<file path="config.mk">
export PLATFORM = sky130hd
export DESIGN_NAME = md5_message_digest_core
export DESIGN_NICKNAME = d
export VERILOG_FILES = /design/src/rtl/md5_pkg.sv /design/src/rtl/md5_ram.sv /design/src/rtl/md5_round.sv /design/src/rtl/md5_message_digest_core.sv
export SDC_FILE = /design/constraint.sdc
export NUM_CORES = 2
export LEC_CHECK = 0
export BUFFER_PORTS_ARGS = -buffer_cell sky130_fd_sc_hd__buf_2
export CORE_ASPECT_RATIO = 0.8
export CORE_MARGIN = 2
export CORE_UTILIZATION = 44
export DETAILED_ROUTE_END_ITERATION = 7
export SYNTH_ARGS = -nofsm -noshare
export SYNTH_HDL_FRONTEND = slang
export SYNTH_SLANG_ARGS = --single-unit
</file>
<file path="constraint.sdc">
create_clock -name clk -period 25.9 [get_ports clk]
set_input_delay 5.18 -clock clk [delete_from_list [all_inputs] [get_ports clk]]
set_output_delay 5.18 -clock clk [all_outputs]
set_load 0.02 [all_outputs]
</file>
<file path="src/rtl/md5_pkg.sv">
// Shared types, constants and lookup functions for the MD5 digest core.
// Depends on nothing; md5_round and the digest core import it.
`default_nettype none

package md5_pkg;

  localparam logic [31:0] INIT_A = 32'h67452301;
  localparam logic [31:0] INIT_B = 32'hefcdab89;
  localparam logic [31:0] INIT_C = 32'h98badcfe;
  localparam logic [31:0] INIT_D = 32'h10325476;

  localparam int unsigned COUNT_W  = 61;
  localparam int unsigned WORDS    = 16;
  localparam int unsigned ROUND_W  = 6;
  localparam logic [7:0]  PAD_BYTE = 8'h80;

  typedef struct packed {
    logic [7:0] data_byte;
    logic       has_byte;
    logic       is_last;
  } msg_t;

  typedef struct packed {
    logic [31:0] digest_word0;
    logic [31:0] digest_word1;
    logic [31:0] digest_word2;
    logic [31:0] digest_word3;
  } digest_t;

  typedef enum logic [2:0] {
    ST_IDLE,
    ST_ROUND,
    ST_FOLD,
    ST_PAD,
    ST_EMIT
  } state_t;

  // Additive constant of each of the 64 steps.
  function automatic logic [31:0] round_const(input logic [5:0] idx);
    logic [31:0] k;
    unique case (idx)
      6'd0:  k = 32'hd76aa478;  6'd1:  k = 32'he8c7b756;
      6'd2:  k = 32'h242070db;  6'd3:  k = 32'hc1bdceee;
      6'd4:  k = 32'hf57c0faf;  6'd5:  k = 32'h4787c62a;
      6'd6:  k = 32'ha8304613;  6'd7:  k = 32'hfd469501;
      6'd8:  k = 32'h698098d8;  6'd9:  k = 32'h8b44f7af;
      6'd10: k = 32'hffff5bb1;  6'd11: k = 32'h895cd7be;
      6'd12: k = 32'h6b901122;  6'd13: k = 32'hfd987193;
      6'd14: k = 32'ha679438e;  6'd15: k = 32'h49b40821;
      6'd16: k = 32'hf61e2562;  6'd17: k = 32'hc040b340;
      6'd18: k = 32'h265e5a51;  6'd19: k = 32'he9b6c7aa;
      6'd20: k = 32'hd62f105d;  6'd21: k = 32'h02441453;
      6'd22: k = 32'hd8a1e681;  6'd23: k = 32'he7d3fbc8;
      6'd24: k = 32'h21e1cde6;  6'd25: k = 32'hc33707d6;
      6'd26: k = 32'hf4d50d87;  6'd27: k = 32'h455a14ed;
      6'd28: k = 32'ha9e3e905;  6'd29: k = 32'hfcefa3f8;
      6'd30: k = 32'h676f02d9;  6'd31: k = 32'h8d2a4c8a;
      6'd32: k = 32'hfffa3942;  6'd33: k = 32'h8771f681;
      6'd34: k = 32'h6d9d6122;  6'd35: k = 32'hfde5380c;
      6'd36: k = 32'ha4beea44;  6'd37: k = 32'h4bdecfa9;
      6'd38: k = 32'hf6bb4b60;  6'd39: k = 32'hbebfbc70;
      6'd40: k = 32'h289b7ec6;  6'd41: k = 32'heaa127fa;
      6'd42: k = 32'hd4ef3085;  6'd43: k = 32'h04881d05;
      6'd44: k = 32'hd9d4d039;  6'd45: k = 32'he6db99e5;
      6'd46: k = 32'h1fa27cf8;  6'd47: k = 32'hc4ac5665;
      6'd48: k = 32'hf4292244;  6'd49: k = 32'h432aff97;
      6'd50: k = 32'hab9423a7;  6'd51: k = 32'hfc93a039;
      6'd52: k = 32'h655b59c3;  6'd53: k = 32'h8f0ccc92;
      6'd54: k = 32'hffeff47d;  6'd55: k = 32'h85845dd1;
      6'd56: k = 32'h6fa87e4f;  6'd57: k = 32'hfe2ce6e0;
      6'd58: k = 32'ha3014314;  6'd59: k = 32'h4e0811a1;
      6'd60: k = 32'hf7537e82;  6'd61: k = 32'hbd3af235;
      6'd62: k = 32'h2ad7d2bb;  6'd63: k = 32'heb86d391;
      default: k = 32'h0;
    endcase
    return k;
  endfunction

  // Left rotation amount of each step, repeating every four steps per group.
  function automatic logic [4:0] rot_amount(input logic [5:0] idx);
    logic [4:0] s;
    unique case ({idx[5:4], idx[1:0]})
      4'd0:  s = 5'd7;   4'd1:  s = 5'd12;  4'd2:  s = 5'd17;  4'd3:  s = 5'd22;
      4'd4:  s = 5'd5;   4'd5:  s = 5'd9;   4'd6:  s = 5'd14;  4'd7:  s = 5'd20;
      4'd8:  s = 5'd4;   4'd9:  s = 5'd11;  4'd10: s = 5'd16;  4'd11: s = 5'd23;
      4'd12: s = 5'd6;   4'd13: s = 5'd10;  4'd14: s = 5'd15;  4'd15: s = 5'd21;
      default: s = 5'd0;
    endcase
    return s;
  endfunction

  // Message word used by each step.
  function automatic logic [3:0] word_index(input logic [5:0] idx);
    logic [3:0] i4;
    logic [3:0] g;
    i4 = idx[3:0];
    unique case (idx[5:4])
      2'd0:    g = i4;
      2'd1:    g = i4 * 4'd5 + 4'd1;
      2'd2:    g = i4 * 4'd3 + 4'd5;
      2'd3:    g = i4 * 4'd7;
      default: g = i4;
    endcase
    return g;
  endfunction

endpackage

`default_nettype wire

</file>
<file path="src/rtl/md5_ram.sv">
// Generic single-write, single-read RAM with a registered read port.
// Holds the message block as sixteen little-endian words; no package needed.
`default_nettype none

module md5_ram #(
  parameter int unsigned WIDTH = 32,
  parameter int unsigned DEPTH = 16
) (
  input  wire logic                     clk,
  input  wire logic                     we,
  input  wire logic [$clog2(DEPTH)-1:0] waddr,
  input  wire logic [WIDTH-1:0]         wdata,
  input  wire logic [$clog2(DEPTH)-1:0] raddr,
  output logic      [WIDTH-1:0]         rdata
);

  logic [WIDTH-1:0] mem [DEPTH];

  always_ff @(posedge clk) begin
    if (we) begin
      mem[waddr] <= wdata;
    end
    rdata <= mem[raddr];
  end

endmodule

`default_nettype wire

</file>
<file path="src/rtl/md5_round.sv">
// One MD5 step: boolean function, rotation and the final add into B.
// Uses rot_amount from md5_pkg; the caller supplies the pre-added A + K + W sum.
`default_nettype none

module md5_round (
  input  wire logic [5:0]  step,
  input  wire logic [31:0] pre,
  input  wire logic [31:0] b,
  input  wire logic [31:0] c,
  input  wire logic [31:0] d,
  output logic      [31:0] b_new
);

  import md5_pkg::*;

  logic [31:0] f;
  logic [31:0] tmp;
  logic [63:0] dbl;

  always_comb begin
    unique case (step[5:4])
      2'd0:    f = d ^ (b & (c ^ d));
      2'd1:    f = c ^ (d & (b ^ c));
      2'd2:    f = b ^ c ^ d;
      2'd3:    f = c ^ (b | ~d);
      default: f = '0;
    endcase
    tmp   = pre + f;
    dbl   = {tmp, tmp} << rot_amount(step);
    b_new = b + dbl[63:32];
  end

endmodule

`default_nettype wire

</file>
<file path="src/rtl/md5_message_digest_core.sv">
// MD5 digest core: byte intake, padding sequencer and iterative compression.
// Depends on md5_pkg, md5_ram and md5_round.
//
//   channel | valid        | stall        | payload          | direction
//   msg     | msg_valid    | msg_stall    | msg (msg_t)      | in
//   digest  | digest_valid | digest_stall | digest(digest_t) | out
//
// A byte that does not fill a block is taken in the idle state. A full block runs
// through the single shared step unit (one step per cycle behind the registered word
// fetch and pre-add) and then folds into the chaining words.
// Padding writes one word per cycle up to word 15, then compresses; a message that
// leaves 56 to 63 bytes in its last block costs a second padding block.
// Reset is synchronous and restores the initial chaining words and zero count.
// The digest sits in an output register; only a new digest waits on digest_stall.
`default_nettype none

module md5_message_digest_core (
  input  wire logic            clk,
  input  wire logic            rst,
  input  wire logic            msg_valid,
  output logic                 msg_stall,
  input  wire md5_pkg::msg_t   msg,
  output logic                 digest_valid,
  input  wire logic            digest_stall,
  output md5_pkg::digest_t     digest
);

  import md5_pkg::*;

  state_t state;
  state_t state_next;

  logic [COUNT_W-1:0] count;
  logic [COUNT_W-1:0] count_inc;
  logic [COUNT_W-1:0] count_after;
  logic [23:0]        partial;
  logic [6:0]         cyc;
  logic [3:0]         wp;
  logic               second;
  logic               padding;
  logic               last_pending;

  logic [31:0] chain_a, chain_b, chain_c, chain_d;
  logic [31:0] wa, wb, wc, wd;
  logic [31:0] pre;
  logic [31:0] b_new;

  logic        accept;
  logic        extra;
  logic        len_block;
  logic        emit_go;
  logic [5:0]  pre_step;
  logic [5:0]  run_step;
  logic [31:0] pad_word;
  logic [31:0] pad_value;

  logic        ram_we;
  logic [3:0]  ram_waddr;
  logic [31:0] ram_wdata;
  logic [31:0] ram_rdata;

  assign msg_stall   = (state != ST_IDLE);
  assign accept      = msg_valid && !msg_stall;
  assign count_inc   = count + COUNT_W'(1);
  assign count_after = msg.has_byte ? count_inc : count;
  assign extra       = (count[5:3] == 3'b111);
  assign len_block   = second || !extra;
  assign emit_go     = !digest_valid || !digest_stall;
  assign pre_step    = 6'(cyc - 7'd1);
  assign run_step    = 6'(cyc - 7'd2);

  // First padding word: buffered bytes of the open word, then the 0x80 marker.
  always_comb begin
    unique case (count[1:0])
      2'd0:    pad_word = {24'h0, PAD_BYTE};
      2'd1:    pad_word = {16'h0, PAD_BYTE, partial[7:0]};
      2'd2:    pad_word = {8'h0, PAD_BYTE, partial[15:0]};
      2'd3:    pad_word = {PAD_BYTE, partial[23:0]};
      default: pad_word = '0;
    endcase
  end

  always_comb begin
    priority if (!second && wp == count[5:2]) begin
      pad_value = pad_word;
    end else if (len_block && wp == 4'd14) begin
      pad_value = {count[28:0], 3'b000};
    end else if (len_block && wp == 4'd15) begin
      pad_value = count[60:29];
    end else begin
      pad_value = '0;
    end
  end

  always_comb begin
    if (state == ST_PAD) begin
      ram_we    = 1'b1;
      ram_waddr = wp;
      ram_wdata = pad_value;
    end else begin
      ram_we    = accept && msg.has_byte && (count[1:0] == 2'd3);
      ram_waddr = count[5:2];
      ram_wdata = {msg.data_byte, partial};
    end
  end

  md5_ram #(
    .WIDTH (32),
    .DEPTH (WORDS)
  ) u_block_ram (
    .clk   (clk),
    .we    (ram_we),
    .waddr (ram_waddr),
    .wdata (ram_wdata),
    .raddr (word_index(cyc[5:0])),
    .rdata (ram_rdata)
  );

  md5_round u_round (
    .step  (run_step),
    .pre   (pre),
    .b     (wb),
    .c     (wc),
    .d     (wd),
    .b_new (b_new)
  );

  always_ff @(posedge clk) begin
    if (rst) begin
      state <= ST_IDLE;
    end else begin
      state <= state_next;
    end
  end

  always_comb begin
    state_next = state;
    unique case (state)
      ST_IDLE: begin
        if (accept) begin
          if (msg.has_byte && count_inc[5:0] == 6'd0) begin
            state_next = ST_ROUND;
          end else if (msg.is_last) begin
            state_next = ST_PAD;
          end
        end
      end
      ST_ROUND: begin
        if (cyc == 7'd65) begin
          state_next = ST_FOLD;
        end
      end
      ST_FOLD: begin
        priority if (padding) begin
          state_next = (!second && extra) ? ST_PAD : ST_EMIT;
        end else if (last_pending) begin
          state_next = ST_PAD;
        end else begin
          state_next = ST_IDLE;
        end
      end
      ST_PAD: begin
        if (wp == 4'd15) begin
          state_next = ST_ROUND;
        end
      end
      ST_EMIT: begin
        if (emit_go) begin
          state_next = ST_IDLE;
        end
      end
      default: state_next = ST_IDLE;
    endcase
  end

  // Control and chaining state.
  always_ff @(posedge clk) begin
    if (rst) begin
      count        <= '0;
      chain_a      <= INIT_A;
      chain_b      <= INIT_B;
      chain_c      <= INIT_C;
      chain_d      <= INIT_D;
      cyc          <= '0;
      wp           <= '0;
      second       <= 1'b0;
      padding      <= 1'b0;
      last_pending <= 1'b0;
      digest_valid <= 1'b0;
    end else begin
      // In the emit state a taken digest is replaced by the new one below.
      if (digest_valid && !digest_stall && state != ST_EMIT) begin
        digest_valid <= 1'b0;
      end
      unique case (state)
        ST_IDLE: begin
          if (accept) begin
            count        <= count_after;
            last_pending <= msg.is_last;
            cyc          <= '0;
            if (msg.is_last && !(msg.has_byte && count_inc[5:0] == 6'd0)) begin
              padding <= 1'b1;
              second  <= 1'b0;
              wp      <= count_after[5:2];
            end
          end
        end
        ST_ROUND: begin
          cyc <= cyc + 7'd1;
        end
        ST_FOLD: begin
          chain_a <= chain_a + wa;
          chain_b <= chain_b + wb;
          chain_c <= chain_c + wc;
          chain_d <= chain_d + wd;
          cyc     <= '0;
          if (padding) begin
            second <= 1'b1;
            wp     <= '0;
          end else if (last_pending) begin
            padding <= 1'b1;
            second  <= 1'b0;
            wp      <= count[5:2];
          end
        end
        ST_PAD: begin
          wp <= wp + 4'd1;
        end
        ST_EMIT: begin
          if (emit_go) begin
            digest_valid <= 1'b1;
            count        <= '0;
            chain_a      <= INIT_A;
            chain_b      <= INIT_B;
            chain_c      <= INIT_C;
            chain_d      <= INIT_D;
            padding      <= 1'b0;
            second       <= 1'b0;
            last_pending <= 1'b0;
          end
        end
        default: begin
        end
      endcase
    end
  end

  // Datapath registers; no reset needed.
  always_ff @(posedge clk) begin
    if (state != ST_ROUND && state_next == ST_ROUND) begin
      wa <= chain_a;
      wb <= chain_b;
      wc <= chain_c;
      wd <= chain_d;
    end else if (state == ST_ROUND && cyc >= 7'd2) begin
      wa <= wd;
      wd <= wc;
      wc <= wb;
      wb <= b_new;
    end
    // The A of the next step is the current D, except for the first step.
    if (state == ST_ROUND && cyc >= 7'd1 && cyc <= 7'd64) begin
      pre <= ((pre_step == 6'd0) ? wa : wd) + round_const(pre_step) + ram_rdata;
    end
    if (state == ST_IDLE && accept && msg.has_byte) begin
      unique case (count[1:0])
        2'd0:    partial[7:0]   <= msg.data_byte;
        2'd1:    partial[15:8]  <= msg.data_byte;
        2'd2:    partial[23:16] <= msg.data_byte;
        default: begin
        end
      endcase
    end
    if (state == ST_EMIT && emit_go) begin
      digest.digest_word0 <= chain_a;
      digest.digest_word1 <= chain_b;
      digest.digest_word2 <= chain_c;
      digest.digest_word3 <= chain_d;
    end
  end

`ifndef SYNTHESIS
  a_round_bound: assert property (@(posedge clk) disable iff (rst)
    (state == ST_ROUND) |-> (cyc <= 7'd65))
    else $error("step counter ran past the last step");

  a_pad_order: assert property (@(posedge clk) disable iff (rst)
    (state == ST_PAD && !second) |-> (wp >= count[5:2]))
    else $error("padding wrote below the message end");

  a_emit_reinit: assert property (@(posedge clk) disable iff (rst)
    (state == ST_EMIT && emit_go) |=>
      (digest_valid && count == '0 && chain_a == INIT_A && state == ST_IDLE))
    else $error("digest transaction did not restart the chaining state");

  a_block_boundary: assert property (@(posedge clk) disable iff (rst)
    (state == ST_FOLD && !padding) |-> (count[5:0] == 6'd0))
    else $error("a data block was compressed before it was full");
`endif

endmodule

`default_nettype wire

</file>
======== Word-level counts from Yosys, hierarchy flattened ========
Memories as Yosys holds them, arrays and structs flattened. A register that Yosys moved wholly into a read port is not among the register bits.
Index checks and enable logic that the tools add are counted.
storage, ports and cells
  output and inout bits ................... 130
  memories kept ........................... 3
  register bits after elaboration ......... 519
  memory bits (read-only) ................. 2,128
  bits in writable memories ............... 512
  word-level logic and storage cells ...... 201
  input bits .............................. 14
operators by class
  equality and inequality tests ........... 26
  $mul .................................... 3
  reduce and logical (&&, ||, !) cells .... 49
  magnitude comparators ................... 3
  shifts and indexed selects .............. 1
  add/subtract/negate cells ............... 15
  multiplexer cells ....................... 66
  bitwise gates (word level) .............. 10
memory list
  memory            words  bits a word  rd ports  clocked after Yosys merged registers in  wr ports  line           text
  (name not given)  64     32           1         0                                        0         md5_pkg.sv:41  unique case (idx)
  u_block_ram.mem   16     32           1         1                                        1         md5_ram.sv:17  logic [WIDTH-1:0] mem [DEPTH];
  (name not given)  16     5            1         0                                        0         md5_pkg.sv:82  unique case ({idx[5:4], idx[1:0]})
operator list
  operator                                                         count
  32-bit 2-to-1 mux                                                18
  32-bit adder                                                     8
  32-bit one-hot mux with 2 select lines                           4
  32-bit one-hot mux with 4 select lines                           2
  32-bit XOR                                                       6
  61-bit 2-to-1 mux                                                3
  61-bit one-hot mux with 2 select lines                           1
  32-bit AND                                                       2
  64-bit by 5-bit << shifter with 64-bit output                    1
  61-bit by 1-bit adder with 61-bit output, second input constant  1
  32-bit NOT                                                       1
  32-bit OR                                                        1
  3-bit 2-to-1 mux                                                 8
  7-bit one-hot mux with 3 select lines                            1
  4-bit 2-to-1 mux                                                 5
  1-bit logical AND                                                18
  1-bit 2-to-1 mux                                                 16
  4-bit one-hot mux with 4 select lines                            1
  3-bit one-hot mux with 5 select lines                            1
  2-bit == test, second input constant                             6
  6-bit zero test                                                  2
  4-bit one-hot mux with 3 select lines                            1
  4-bit AND reduction                                              3
  3-bit nonzero test                                               4
  32 further kinds                                                 59

======== Depth between registers and ports, before layout ========
  depth in word-level cells ............... 9
  gate-level depth with buffers ........... 41
  mapped depth without buffers ............ 38

======== Hierarchy ========
Synthesis repeated with hierarchy kept, for this count alone.
second synthesis, totals
  cell total of the unflattened synthesis .. 5,387
  area total of the unflattened synthesis .. 60,058.9 sq um
by module, submodules not included
  module                   area each (sq um)  cells an instance  instances
  md5_message_digest_core  32,265.9           3,397              1
  md5_ram                  19,835.3           838                1
  md5_round                7,957.6            1,152              1

======== Least setup slack after synthesis ========
No wires, ideal clock.
  path kind ............................... reg2reg
  start ................................... register cyc[0]
  end ..................................... register wa[0] (enable)
  setup slack ............................. 10.285 ns
  period minus slack after synthesis ...... 15.615 ns
  buffers on the path ..................... 3
  arrival time ............................ 14.654 ns
  required time ........................... 24.939 ns
  stages on the path, launching flop included .. 8
  cell sequence ........................... dfxtp_1 -> inv_1 -> clkbuf_1 -> ha_1 -> clkbuf_1 -> clkbuf_1 -> a2111oi_0 -> o41ai_1
on the way
  longest elaborated chain between the ends .. 6
  elaborated cells on any way between the ends .. 8
  classes of those cells .................. 1 x order compare; 2 x eq/ne; 2 x mux; 3 x reduce/logical
RTL lines
  what                                      line                            text
  start: declaration                        md5_message_digest_core.sv:37   logic [6:0] cyc;
  start signal: assignment                  md5_message_digest_core.sv:209  cyc <= cyc + 7'd1;
  7-bit == test                             md5_message_digest_core.sv:149  if (cyc == 7'd65) begin
  3-bit 2-to-1 mux                          md5_message_digest_core.sv:149
  3-bit one-hot mux with 5 select lines     md5_message_digest_core.sv:138  unique case (state)
  3-bit by 1-bit == test with 1-bit output  md5_message_digest_core.sv:250  if (state != ST_ROUND && state_next == ST_ROUND) begin
  1-bit logical AND                         md5_message_digest_core.sv:250
  2-bit nonzero test (no source line) *     n/a
  end signal: assignment                    md5_message_digest_core.sv:251  wa <= chain_a;
  end signal: assignment                    md5_message_digest_core.sv:256  wa <= wd;
  end: declaration                          md5_message_digest_core.sv:44   logic [31:0] wa, wb, wc, wd;
Every way passes the cells marked *; elsewhere a longest branch is shown, timed or not.
A chain may end at the register's enable or synchronous reset.

======== Worst setup path after layout ========
  start ................................... register cyc[1]
  end ..................................... register wb[31] (data pin)
on the way
  longest elaborated chain between the ends .. 8
  elaborated cells on any way between the ends .. 17
  classes of those cells .................. 3 x add/sub; 5 x eq/ne; 1 x shift; 5 x mux; 2 x reduce/logical; 1 x memory
RTL lines
  what                                           line                            text
  6-bit by 2-bit subtractor with 6-bit output    md5_message_digest_core.sv:70   assign run_step = 6'(cyc - 7'd2);
  2-bit == test (tied with other cells)          md5_round.sv:21                 unique case (step[5:4])
  32-bit one-hot mux with 4 select lines         md5_round.sv:21
  32-bit adder                                   md5_round.sv:28                 tmp = pre + f;
  64-bit by 5-bit << shifter with 64-bit output  md5_round.sv:29                 dbl = {tmp, tmp} << rot_amount(step);
  32-bit adder                                   md5_round.sv:30                 b_new = b + dbl[63:32];
  32-bit 2-to-1 mux                              md5_message_digest_core.sv:255  end else if (state == ST_ROUND && cyc >= 7'd2) begin
  32-bit 2-to-1 mux *                            md5_message_digest_core.sv:250
  end signal: assignment                         md5_message_digest_core.sv:252  wb <= chain_b;
  end signal: assignment                         md5_message_digest_core.sv:259  wb <= b_new;
  end: declaration                               md5_message_digest_core.sv:44
Every way passes the cells marked *; elsewhere a longest branch is shown, timed or not. The select of a mux whose other input is x is not followed.

==> reports/summary.txt <==
CP max-delay cell -> dfxtp_1
Post-DRT Antenna Nets -> 0
Switching share of power -> 37.1%
Fmax -> 82.9 MHz
Max incr delay on CP -> 0.91 ns
Core area -> 132000 µm²
Die X -> 412 µm
Clk pwr share -> 25.7%
Routability-driven placement congestion ratio -> 0.969
Largest net degree at the start of global routing -> 129
Die height -> 331 µm
Vias -> 43500
GRT busiest layer -> met1
Global-route wire length before repair -> 259 mm
Primary FF master, synth -> edfxtp_1
Final worst slack -> 13.84 ns
Max Cap Viol -> 0
Initial Util -> 44.5%
Synthesized flop and latch total -> 1063
Root buf cell -> clkbuf_16
Max FO, Critical Path -> 71
Max-slew violations -> 0
DR WL/cell -> 24.2 µm
# resized after CTS -> 0
Final TNS setup -> 0 ns
Area grow syn2layout -> 11.4%
Area contributors post-synth -> edfxtp_1 42%, dfxtp_1 8.2%, ha_1 5.6%
Worst EP required -> 26.40 ns
CTS clk-pin slew, worst paths -> 0.07 ns
Cells after synthesis -> 5253
Leakage -> 23.4 nW
Met1 usage -> 39.2%
Tcrit/Tclk final -> 46.6%
Flop pwr share -> 34.2%
Worst Hold Class -> reg -> reg
Setup Slack @ Placement -> 14.20 ns
Post-synth EDFFs -> 824
Pre-antenna DRT Iters -> 6
Final hold vios -> 0
Worst-Skew Late Latency -> 0.77 ns
TritonCTS clock tree -> yes
Post-CTS Setup Inserts -> 0
Overall Global Routing Usage -> 25.0%
Setup CP Type -> reg -> reg
Total CTS buffers -> 108
Initial antenna violation count -> 5
Crit start category -> flip-flop
Largest area contributor in the netlist -> edfxtp_1
Outcome -> finished clean
Average size of a mapped cell -> 11.2 µm²
Port-buffer cells -> 143
Synthesized cell area -> 58700 µm²
Post-DP HPWL -> 117 mm
Row count -> 119
First-iteration detailed-routing DRC count -> 5019
Async S/R FF share, synth -> 0%
Clk buf depth -> 3
YS warnings -> 0
Vias in the first global route -> 40100
Gr ovfl total -> 0
Final Setup Violations -> 0
Final nets -> 5653
Max VDD drop -> 0.0595 mV
Placed insts -> 6978
Normalized max-slew margin -> 4.72%
Sequential fraction of the synthesis area -> 50.3%
Flop-to-flop setup slack -> 13.84 ns
CP endpoint kind -> flip-flop
Vias per cell -> 6.06
Die ar. -> 136000 µm²
Most frequent cell after synthesis -> edfxtp_1
Final Non-Filler Cells -> 7183
Final WL -> 174 mm
Share of layout cells above drive strength 1 -> 13.8%
IO Pins -> 144
M3 GR Usage -> 4.44%
# hold bufs at CTS -> 0
Cell Pwr Density -> 97.3 nW/µm²
Combinational share of power -> 40.0%
Syn Nets -> 5572
Post-synth top cells -> 824 x edfxtp_1, 420 x nor2_1, 418 x a21oi_1, 414 x nand2_1, 344 x o21ai_0
Clk sinks -> 1063
RSZ-0062 raised after global routing -> false
Shortest period the worst path allows -> 12.06 ns
CP arrival -> 12.56 ns
Worst slew pin tran -> 1.41 ns
Met2 usage -> 36.1%
Netlist cell types -> 91
H-tree lvl count -> 3
Cell Int Power -> 4.00 mW
Skew final -> 0.0513 ns
Tot Pwr -> 6.36 mW
Post-layout util -> 49.5%
Detailed-route DRC error count -> 0
NetSw -> 2.36 mW
Fillers -> 11900
Share of the synthesized area in the top cell type -> 42.2%
[flip-flops by register name (all words and copies together), names as in the netlist, 3 cells and up]
signal             count
wa                    32
chain_d               32
u_block_ram.mem      512
partial               24
wc                    32
wp                     4
state                  3
count                 61
chain_a               32
wb                    32
cyc                    7
chain_b               32
chain_c               32
digest               128
wd                    32
pre                   32
u_block_ram.rdata     32
[worst max-delay path: cells and delay by family, from the launching register on]
family          cells  cell delay, ns
simple gates        4            0.63
buf+inv             2            1.38
flops               1            0.91
xor+xnor            3            0.40
mux                 5            1.28
fa+ha+maj           3            1.05
compound gates     19            6.09
[cell usage in the layout (no fill, tap or decap), types with 31 or more instances in the layout]
cell       Yosys  routed
a221o_1       32      32
a31oi_1       76      75
nand2b_1      37      37
xnor2_1      189     181
buf_2         18     142
o21ai_0      344     344
or3_1         70      70
mux4_2       131     130
clkbuf_16      0     108
mux2_2       126     126
a22oi_1       50      50
a211oi_1      80      80
buf_4          0     106
xor2_1        92      90
o211ai_1      54      54
nand2_1      414     412
o22ai_1       31      31
and3_1        32      32
ha_1         263     262
a21o_1        95      95
nor2_1       420     403
nor3_1        78      78
edfxtp_1     824     824
nand3_1      135     134
fa_1          42      42
a21oi_1      418     416
nor2b_1       63      63
dfxtp_1      239     239
mux2i_1      148     148
inv_1        172     170
[stage by stage]
step                      area (µm²)  hold WS [ns]
final                          65400         0.489
after global routing           65400         0.523
after CTS                      65400         0.498
after global placement         61700         0.475
after floorplan                58700         0.437
after detailed placement       61700         0.471
[power groups by stage]
stage	registers, mW	clock network, mW	logic, mW
floorplan	2.13	0	1.90
global placement	2.21	0	2.45
detailed placement	2.21	0	2.47
CTS	2.17	1.66	2.49
global route	2.18	1.72	2.79
finish	2.18	1.64	2.55
[layout make-up]
| cell class | instances | area [µm²] | share of cell area, % |
|---|---|---|---|
| Clock buffer | 144 | 2950 | 4.51 |
| Antenna cell | 3 | 7.51 | 0.0115 |
| Timing Repair Buffer | 249 | 1530 | 2.34 |
| Multi-Input combinational cell | 3738 | 27700 | 42.5 |
| Clock inverter | 58 | 749 | 1.15 |
| Tap cell | 1754 | 2190 | 3.36 |
| Sequential cell | 1063 | 29500 | 45.2 |
| Inverter | 174 | 658 | 1.01 |
[worst paths after layout]
kind | start | end | depth (start not counted)
max | cyc[1]$_SDFFE_PP0P_ | wb[31]$_DFFE_PP_ | 36
max reg2reg | cyc[1]$_SDFFE_PP0P_ | wb[31]$_DFFE_PP_ | 36
min reg2reg | chain_d[31]$_SDFFE_PP0P_ | digest[31]$_DFFE_PP_ | 0
min | chain_d[31]$_SDFFE_PP0P_ | digest[31]$_DFFE_PP_ | 0
[metal layers]
metal | vias to the layer above | part of all wire (%)
met5 | - | 0.0075
met4 | 2 | 1.9
met3 | 211 | 8.8
met2 | 1867 | 42
met1 | 21400 | 47
li1 | 20000 | -
[cell families after synthesis]
| group | synth area share, % |
|---|---|
| multiplexers | 9.98 |
| buffers and inverters | 2.94 |
| AO/OA/AOI/OAI | 14.9 |
| XOR/XNOR | 4.27 |
| AND/OR/NAND/NOR | 10.5 |
| adder cells (fa/ha/maj) | 7.04 |
| flip-flops | 50.3 |
Note: power is estimated with default switching activity, not from simulation.
